--- config.mk ---
export PLATFORM = sky130hd
export DESIGN_NAME = nrzi_stuffed_pulse_encoder_flat
export DESIGN_NICKNAME = d
export VERILOG_FILES = /design/src/hw/rtl/nspe_pkg.sv /design/src/hw/rtl/nspe_if.sv /design/src/hw/rtl/nspe_scan.sv /design/src/hw/rtl/nrzi_stuffed_pulse_encoder.sv /design/src/flat_wrapper.sv
export SDC_FILE = /design/constraint.sdc
export NUM_CORES = 1
export LEC_CHECK = 0
export BUFFER_PORTS_ARGS = -buffer_cell sky130_fd_sc_hd__buf_2
export CAP_MARGIN = 20
export CORE_MARGIN = 2
export CORE_UTILIZATION = 50
export CTS_CLUSTER_SIZE = 8
export DETAILED_ROUTE_END_ITERATION = 16
export PLACE_DENSITY = 0.68
export SLEW_MARGIN = 20
export SYNTH_ARGS = -nofsm -noshare
export SYNTH_HDL_FRONTEND = slang
export SYNTH_SLANG_ARGS = --single-unit
--- constraint.sdc ---
create_clock -name clk -period 21.5 [get_ports clk]
set_input_delay 4.3 -clock clk [delete_from_list [all_inputs] [get_ports clk]]
set_output_delay 4.3 -clock clk [all_outputs]
set_load 0.03 [all_outputs]
--- src/hw/rtl/nspe_pkg.sv ---
`timescale 1ns / 1ps
`default_nettype none
// ----------------------------------------------------------------------------
// nspe_pkg
// Shared types and constants of the NRZI stuffed pulse encoder.
// ----------------------------------------------------------------------------
package nspe_pkg;

    localparam int DurationWidth = 15;
    localparam int RunWidth      = 8;
    localparam int ProdWidth     = DurationWidth + RunWidth;
    localparam int MaxPulses     = 8;
    localparam int CountWidth    = $clog2(MaxPulses + 1);
    localparam int IndexWidth    = $clog2(MaxPulses);
    localparam int ApbDataWidth  = 32;
    localparam int ApbAddrWidth  = 3;

    localparam logic [RunWidth-1:0] StuffRun = RunWidth'(6);
    localparam logic [RunWidth-1:0] RunMax   = {RunWidth{1'b1}};
    localparam logic [RunWidth-1:0] RunStart = RunWidth'(1);

    localparam logic [DurationWidth-1:0] UnitReset = DurationWidth'(1);

    typedef enum logic [1:0] {
        OP_BYTE_RAW   = 2'd0,
        OP_BYTE_STUFF = 2'd1,
        OP_END        = 2'd2
    } op_t;

    typedef enum logic {
        REG_MARK_UNIT  = 1'b0,
        REG_SPACE_UNIT = 1'b1
    } reg_idx_t;

    // Pulses found in one request plus the line state it leaves behind.
    typedef struct packed {
        logic [CountWidth-1:0]              count;
        logic [MaxPulses-1:0][RunWidth-1:0] runs;
        logic [MaxPulses-1:0]               levels;
        logic [RunWidth-1:0]                run_next;
        logic                               level_next;
    } scan_t;

endpackage
`default_nettype wire

--- src/hw/rtl/nspe_if.sv ---
`timescale 1ns / 1ps
`default_nettype none
// ----------------------------------------------------------------------------
// nspe_if
// Valid/ready channels of the encoder: byte requests in, pulses out.
// ----------------------------------------------------------------------------
interface nspe_in_if;
    logic       valid;
    logic       ready;
    logic [1:0] operation;
    logic [7:0] data_byte;

    modport source (output valid, output operation, output data_byte, input ready);
    modport sink   (input valid, input operation, input data_byte, output ready);
endinterface

interface nspe_out_if;
    logic                               valid;
    logic                               ready;
    logic [nspe_pkg::DurationWidth-1:0] pulse_ticks;
    logic                               pulse_level;
    logic                               last;

    modport source (output valid, output pulse_ticks, output pulse_level, output last,
                    input ready);
    modport sink   (input valid, input pulse_ticks, input pulse_level, input last,
                    output ready);
endinterface
`default_nettype wire

--- src/hw/rtl/nspe_scan.sv ---
`timescale 1ns / 1ps
`default_nettype none
// ----------------------------------------------------------------------------
// nspe_scan
// Walk the eight bits of one request and list the runs it closes.
// ----------------------------------------------------------------------------
module nspe_scan
(
    input  wire logic [1:0]                      operation,
    input  wire logic [7:0]                      data_byte,
    input  wire logic [nspe_pkg::RunWidth-1:0]   run_in,
    input  wire logic                            level_in,
    output nspe_pkg::scan_t                      scan
);

    logic [nspe_pkg::RunWidth-1:0]   run;
    logic                            lvl;
    logic [nspe_pkg::CountWidth-1:0] cnt;
    logic                            stuff;
    logic                            close;

    always_comb
    begin
        run        = run_in;
        lvl        = level_in;
        cnt        = '0;
        stuff      = 1'b0;
        close      = 1'b0;
        scan.runs   = '0;
        scan.levels = '0;
        case (nspe_pkg::op_t'(operation))
            nspe_pkg::OP_END:
            begin
                // zero-length marker pulse, line back to idle high
                cnt = nspe_pkg::CountWidth'(1);
                run = nspe_pkg::RunStart;
                lvl = 1'b1;
            end
            nspe_pkg::OP_BYTE_RAW, nspe_pkg::OP_BYTE_STUFF:
            begin
                stuff = (operation == nspe_pkg::OP_BYTE_STUFF);
                for (int b = 0; b < 8; b++)
                begin
                    close = 1'b0;
                    if (data_byte[b])
                    begin
                        if (run != nspe_pkg::RunMax)
                            run = run + nspe_pkg::RunWidth'(1);
                        close = stuff && (run >= nspe_pkg::StuffRun);
                    end
                    else
                    begin
                        close = 1'b1;
                    end
                    if (close)
                    begin
                        scan.runs[cnt[nspe_pkg::IndexWidth-1:0]]   = run;
                        scan.levels[cnt[nspe_pkg::IndexWidth-1:0]] = lvl;
                        cnt = cnt + nspe_pkg::CountWidth'(1);
                        run = nspe_pkg::RunStart;
                        lvl = ~lvl;
                    end
                end
            end
            default:
            begin
                // unused code: no pulse, state untouched
            end
        endcase
        scan.count      = cnt;
        scan.run_next   = run;
        scan.level_next = lvl;
    end

endmodule
`default_nettype wire

--- src/hw/rtl/nrzi_stuffed_pulse_encoder.sv ---
`timescale 1ns / 1ps
`default_nettype none
// ----------------------------------------------------------------------------
// nrzi_stuffed_pulse_encoder
// Bytes in, LSb first; run-length NRZI pulses out, with optional HDLC
// bit stuffing and per-level tick units.
// ----------------------------------------------------------------------------
//
//  channel   dir  handshake          payload
//  -------   ---  ---------          -------
//  in_ch     in   valid / ready      operation[1:0], data_byte[7:0]
//  out_ch    out  valid / ready      pulse_ticks[14:0], pulse_level, last
//  apb       in   psel/penable/...   mark_unit @ 0x0, space_unit @ 0x4
//
//  A request is scanned in the cycle it is accepted; its pulses (0 to 8)
//  then leave one per cycle, while out_ch is not stalled, through the
//  output register. The pulse buffer holds them: the next request is
//  taken in the cycle the last buffered pulse moves out. A request that
//  closes no run yields nothing.
//  Reset clears the line to level high, run 1, and both units to 1.
//  A stall on out_ch holds the output register and the buffer in place.
//
// ----------------------------------------------------------------------------
module nrzi_stuffed_pulse_encoder
(
    input  wire logic                                clk,
    input  wire logic                                rst_n,

    nspe_in_if.sink                                  in_ch,
    nspe_out_if.source                               out_ch,

    input  wire logic                                psel,
    input  wire logic                                penable,
    input  wire logic                                pwrite,
    input  wire logic [nspe_pkg::ApbAddrWidth-1:0]   paddr,
    input  wire logic [nspe_pkg::ApbDataWidth-1:0]   pwdata,
    output logic      [nspe_pkg::ApbDataWidth-1:0]   prdata,
    output logic                                     pready
);

    // ------------------------------------------------------------------
    // Configuration registers
    // ------------------------------------------------------------------
    logic [nspe_pkg::DurationWidth-1:0] mark_reg;
    logic [nspe_pkg::DurationWidth-1:0] space_reg;
    logic                               cfg_write;
    nspe_pkg::reg_idx_t                 cfg_sel;

    assign pready    = 1'b1;
    assign cfg_write = psel && penable && pwrite && pready;
    // word aligned: address bit 2 picks the register
    assign cfg_sel   = nspe_pkg::reg_idx_t'(paddr[2]);

    always_ff @(posedge clk or negedge rst_n)
    begin
        if (!rst_n)
        begin
            mark_reg  <= nspe_pkg::UnitReset;
            space_reg <= nspe_pkg::UnitReset;
        end
        else if (cfg_write)
        begin
            case (cfg_sel)
                nspe_pkg::REG_MARK_UNIT:
                    mark_reg <= pwdata[nspe_pkg::DurationWidth-1:0];
                nspe_pkg::REG_SPACE_UNIT:
                    space_reg <= pwdata[nspe_pkg::DurationWidth-1:0];
                default:
                    ;
            endcase
        end
    end

    always_comb
    begin
        case (cfg_sel)
            nspe_pkg::REG_MARK_UNIT:
                prdata = nspe_pkg::ApbDataWidth'(mark_reg);
            nspe_pkg::REG_SPACE_UNIT:
                prdata = nspe_pkg::ApbDataWidth'(space_reg);
            default:
                prdata = '0;
        endcase
    end

    // ------------------------------------------------------------------
    // Line state and request scan
    // ------------------------------------------------------------------
    logic [nspe_pkg::RunWidth-1:0] run_reg;
    logic                          level_reg;
    nspe_pkg::scan_t               scan;

    nspe_scan u_scan
    (
        .operation (in_ch.operation),
        .data_byte (in_ch.data_byte),
        .run_in    (run_reg),
        .level_in  (level_reg),
        .scan      (scan)
    );

    // ------------------------------------------------------------------
    // Pulse buffer: runs and levels of the request in flight
    // ------------------------------------------------------------------
    logic [nspe_pkg::MaxPulses-1:0][nspe_pkg::RunWidth-1:0] runs_reg;
    logic [nspe_pkg::MaxPulses-1:0]                         levels_reg;
    logic [nspe_pkg::CountWidth-1:0]                        left_reg;
    logic [nspe_pkg::IndexWidth-1:0]                        idx_reg;

    logic pending;
    logic emit;
    logic emit_last;
    logic accept;

    logic                               out_valid_reg;
    logic [nspe_pkg::DurationWidth-1:0] ticks_reg;
    logic                               out_level_reg;
    logic                               last_reg;

    assign pending   = (left_reg != '0);
    // move a pulse out when the output register is free or draining
    assign emit      = pending && (!out_valid_reg || out_ch.ready);
    assign emit_last = emit && (left_reg == nspe_pkg::CountWidth'(1));
    assign in_ch.ready = !pending || emit_last;
    assign accept    = in_ch.valid && in_ch.ready;

    always_ff @(posedge clk or negedge rst_n)
    begin
        if (!rst_n)
        begin
            run_reg   <= nspe_pkg::RunStart;
            level_reg <= 1'b1;
            left_reg  <= '0;
            idx_reg   <= '0;
        end
        else if (accept)
        begin
            run_reg   <= scan.run_next;
            level_reg <= scan.level_next;
            left_reg  <= scan.count;
            idx_reg   <= '0;
        end
        else if (emit)
        begin
            left_reg <= left_reg - nspe_pkg::CountWidth'(1);
            idx_reg  <= idx_reg + nspe_pkg::IndexWidth'(1);
        end
    end

    // payload of the buffer, loaded with each request
    always_ff @(posedge clk)
    begin
        if (accept)
        begin
            runs_reg   <= scan.runs;
            levels_reg <= scan.levels;
        end
    end

    // ------------------------------------------------------------------
    // Duration: run length times the unit of the pulse's level, saturated
    // ------------------------------------------------------------------
    logic                               cur_level;
    logic [nspe_pkg::DurationWidth-1:0] cur_unit;
    logic [nspe_pkg::ProdWidth-1:0]     product;
    logic [nspe_pkg::DurationWidth-1:0] ticks_next;

    assign cur_level = levels_reg[idx_reg];
    assign cur_unit  = cur_level ? mark_reg : space_reg;
    assign product   = nspe_pkg::ProdWidth'(cur_unit) * nspe_pkg::ProdWidth'(runs_reg[idx_reg]);

    always_comb
    begin
        if (|product[nspe_pkg::ProdWidth-1:nspe_pkg::DurationWidth])
            ticks_next = {nspe_pkg::DurationWidth{1'b1}};
        else
            ticks_next = product[nspe_pkg::DurationWidth-1:0];
    end

    // ------------------------------------------------------------------
    // Output register
    // ------------------------------------------------------------------
    always_ff @(posedge clk or negedge rst_n)
    begin
        if (!rst_n)
            out_valid_reg <= 1'b0;
        else if (emit)
            out_valid_reg <= 1'b1;
        else if (out_ch.ready)
            out_valid_reg <= 1'b0;
    end

    always_ff @(posedge clk)
    begin
        if (emit)
        begin
            ticks_reg     <= ticks_next;
            out_level_reg <= cur_level;
            last_reg      <= (left_reg == nspe_pkg::CountWidth'(1));
        end
    end

    assign out_ch.valid       = out_valid_reg;
    assign out_ch.pulse_ticks = ticks_reg;
    assign out_ch.pulse_level = out_level_reg;
    assign out_ch.last        = last_reg;

endmodule
`default_nettype wire

--- src/flat_wrapper.sv ---
// flat-port wrapper written by rule: the top's interface ports become plain ports
module nrzi_stuffed_pulse_encoder_flat 
  (clk, rst_n, psel, penable, pwrite, paddr, pwdata, prdata, pready, in_ch_valid, in_ch_operation, in_ch_data_byte, in_ch_ready, out_ch_valid, out_ch_pulse_ticks, out_ch_pulse_level, out_ch_last, out_ch_ready);
  nspe_in_if in_ch_i ();
  nspe_out_if out_ch_i ();
  input  wire logic clk;
  input  wire logic rst_n;
  input  wire logic psel;
  input  wire logic penable;
  input  wire logic pwrite;
  input  wire logic [nspe_pkg::ApbAddrWidth-1:0] paddr;
  input  wire logic [nspe_pkg::ApbDataWidth-1:0] pwdata;
  output logic      [nspe_pkg::ApbDataWidth-1:0] prdata;
  output logic pready;
  input wire logic [$bits(in_ch_i.valid)-1:0] in_ch_valid;
  input wire logic [$bits(in_ch_i.operation)-1:0] in_ch_operation;
  input wire logic [$bits(in_ch_i.data_byte)-1:0] in_ch_data_byte;
  output wire logic [$bits(in_ch_i.ready)-1:0] in_ch_ready;
  output wire logic [$bits(out_ch_i.valid)-1:0] out_ch_valid;
  output wire logic [$bits(out_ch_i.pulse_ticks)-1:0] out_ch_pulse_ticks;
  output wire logic [$bits(out_ch_i.pulse_level)-1:0] out_ch_pulse_level;
  output wire logic [$bits(out_ch_i.last)-1:0] out_ch_last;
  input wire logic [$bits(out_ch_i.ready)-1:0] out_ch_ready;
  assign in_ch_i.valid = in_ch_valid;
  assign in_ch_i.operation = in_ch_operation;
  assign in_ch_i.data_byte = in_ch_data_byte;
  assign in_ch_ready = in_ch_i.ready;
  assign out_ch_valid = out_ch_i.valid;
  assign out_ch_pulse_ticks = out_ch_i.pulse_ticks;
  assign out_ch_pulse_level = out_ch_i.pulse_level;
  assign out_ch_last = out_ch_i.last;
  assign out_ch_i.ready = out_ch_ready;
  nrzi_stuffed_pulse_encoder u_core (.clk(clk), .rst_n(rst_n), .in_ch(in_ch_i), .out_ch(out_ch_i), .psel(psel), .penable(penable), .pwrite(pwrite), .paddr(paddr), .pwdata(pwdata), .prdata(prdata), .pready(pready));
endmodule
==> results.tsv <==
metric	value	unit
outcome	finished clean	
whs_path_depth	1	
wl	54400	um
grt_pass1_wl	85900	um
crit_start	in_ch_data_byte[0]	
synth_common_cells	252 x nor2_1, 186 x nand2_1, 140 x inv_1	
critPathMaxStageDelay	0.57	ns
finalSetupViolations	0	
synth.top_cell.area_share	15.1	%
crit_fanout	15	
crit_buf_inv	10	
path_clk_slew	0.07	ns
drive_gt1_share	15.7	%
min_period_over_period	94.7	%
ys_ff_latch	136	
cts_max_level	4	
grt_use_met2	50.4	%
synth.most_common_cell	nor2_1	
yosysTopAreaCell	edfxtp_1	
reg2reg_slack	3.47	ns
hold-path-endpoint	u_core.mark_reg[10]$_DFFE_PN0P_	
largest_reg_flops	64	
met3_usage	3.42	%
relSlewSlack	26.7	%
synth_cells	2104	
vias	16500	
final_hold_viol_count	0	
gp_congestion	0.957	
synthToLayoutAreaGrowth	8.53	%
timing.rr.start	u_core.run_reg[0]$_DFFE_PN1P_	
critPathLaunchType	input pin	
busiest_layer	met2	
die_height	192	um
io_buffers	66	
rr_endpoint	u_core.runs_reg[6]$_SDFFCE_PP0P_	
root_buffer	clkbuf_16	
min_path_type	register to register	
worst-setup-path-type	input pin to register	
rsz0062_at_grt	no	
hp-start	u_core.mark_reg[10]$_DFFE_PN0P_	
syn_area_per_cell	8.44	um^2
crit_path_frequent_cell	nor2_1	
initial_core_util	50.4	%
cts_tree	yes	
netlist_area	17700	um^2
yosys-top-cells-area	edfxtp_1 15%, fa_1 8.9%, dfrtp_1 6.1%	
cap_violations	0	
antenna_found_initial	2	
clk_latency	0.43	ns
arrival	20.53	ns
fp-row-count	69	
core	35200	um^2
max_freq	49.1	MHz
grt_overflow_total	0	
drt_first_pass_iters	7	
final_nets	2345	
required	21.66	ns
synthArstFlopShare	34.6	%
synth_cell_type_count	124	
fin_skew	0.0212	ns
grt_max_degree	78	
ioPinCount	104	
ant_nets	0	
die_w	192	um
place_hpwl	42000	um
cts_hold_buf	0	
grt_usage	29.7	%
wire_per_inst	20.7	um
synth_ff_type	edfxtp_1	
synth-edff-count	89	
yosysWarnings	0	
worst_pin_slew	1.09	ns
post-route-min-period	20.36	ns
grtUsageMet1	38.3	%
critPathTopFamily	compound AO/OA/AOI/OAI gates	
reg2regPathDepth	73	
grt_pass1_vias	15900	
drt_iter0_drc	1619	
tns	0	ns
cts.sink_count	136	
crit_slowest_cell	a41oi_4	
seq_area_frac_synth	21.7	%
slew_violations	0	
numCtsBuffers	17	
drc_errors	0	
design.die.area	37000	um^2
cp-end-kind	register	
detail_route.vias_per_cell	6.29	
clockBufferDepth	2	
worst reg2reg max path, delay by kind of cell (launching register included):
family / cells / cell delay (ns)
AOI/OAI and AO/OA: 23 / 6.34
DFF: 1 / 0.67
buffers and inverters: 9 / 1.28
and+or+nand+nor: 29 / 5.70
adders and majority gates: 8 / 2.45
muxes: 4 / 1.37
through the flow:
step                worst slack, ns  instance area, um^2  hold slack (ns)  util, %  cells
floorplan                      1.50                17900            0.489        -   2132
global placement              0.765                18600            0.500     52.8   2591
detailed placement            0.564                18600            0.510     52.8   2591
CTS                           0.921                19200            0.525     54.5   2623
global route                0.00230                19300            0.542     54.7   2625
finish                         1.14                19300            0.525     54.7   2626
layout make-up:
class / instances / area (um^2)
Fill cell: 3296 / 16000
Multi-Input combinational cell: 1727 / 12900
Sequential cell: 136 / 3850
Timing Repair Buffer: 125 / 776
Tap cell: 461 / 577
Inverter: 144 / 541
Clock buffer: 17 / 425
Clock inverter: 15 / 163
Antenna cell: 1 / 2.50
how the worst max path moves through the flow:
stage                                               to  depth (start not counted)
finish                u_core.runs_reg[6]$_SDFFCE_PP0P_                         71
CTS                 u_core.levels_reg[4]$_SDFFCE_PP0P_                         71
global route          u_core.runs_reg[6]$_SDFFCE_PP0P_                         74
floorplan           u_core.levels_reg[4]$_SDFFCE_PP0P_                         77
global placement    u_core.levels_reg[4]$_SDFFCE_PP0P_                         76
detailed placement  u_core.levels_reg[4]$_SDFFCE_PP0P_                         71
routing by layer:
layer | wire, um | part of all wire (%)
met2 | 26000 | 48
met4 | 2130 | 3.9
met5 | 13 | 0.024
met1 | 22600 | 42
met3 | 3610 | 6.6
placed cells by master (no fill, tap or decap), types with 25 or more instances in the layout:
cell type	n
nand2b_1	45
nand2_1	186
nand4_1	25
o21ai_0	81
and2_1	26
a21oi_1	113
conb_1	30
xnor2_1	38
buf_4	60
nand3_1	71
dfrtp_1	43
inv_1	139
fa_1	79
a211oi_1	60
mux2i_1	80
buf_2	65
nor3_1	52
mux2_2	66
ha_1	62
nor2_1	250
edfxtp_1	89
kinds of logic after synthesis:
| kind of cell | after synthesis | synth area share (%) |
|---|---|---|
| and+or+nand+nor | 814 | 22.9 |
| AOI/OAI and AO/OA | 521 | 21.7 |
| buffers and inverters | 269 | 6.45 |
| muxes | 167 | 11.2 |
| adders and majority gates | 142 | 13.4 |
| DFF | 136 | 21.7 |
| xor gates and xnor gates | 53 | 2.69 |
| other | 2 | 0.0423 |
what timing repair did:
item | in CTS | in global routing
hold endpoints to repair | 0 | 0
endpoints found under the setup margin | 0 | 59
buffers inserted | 0 | 2
resized for setup | 0 | 6
Power is left out: the tool's default activity adds up to more than one toggle a clock period on the data nets, which glitch-free logic cannot reach.
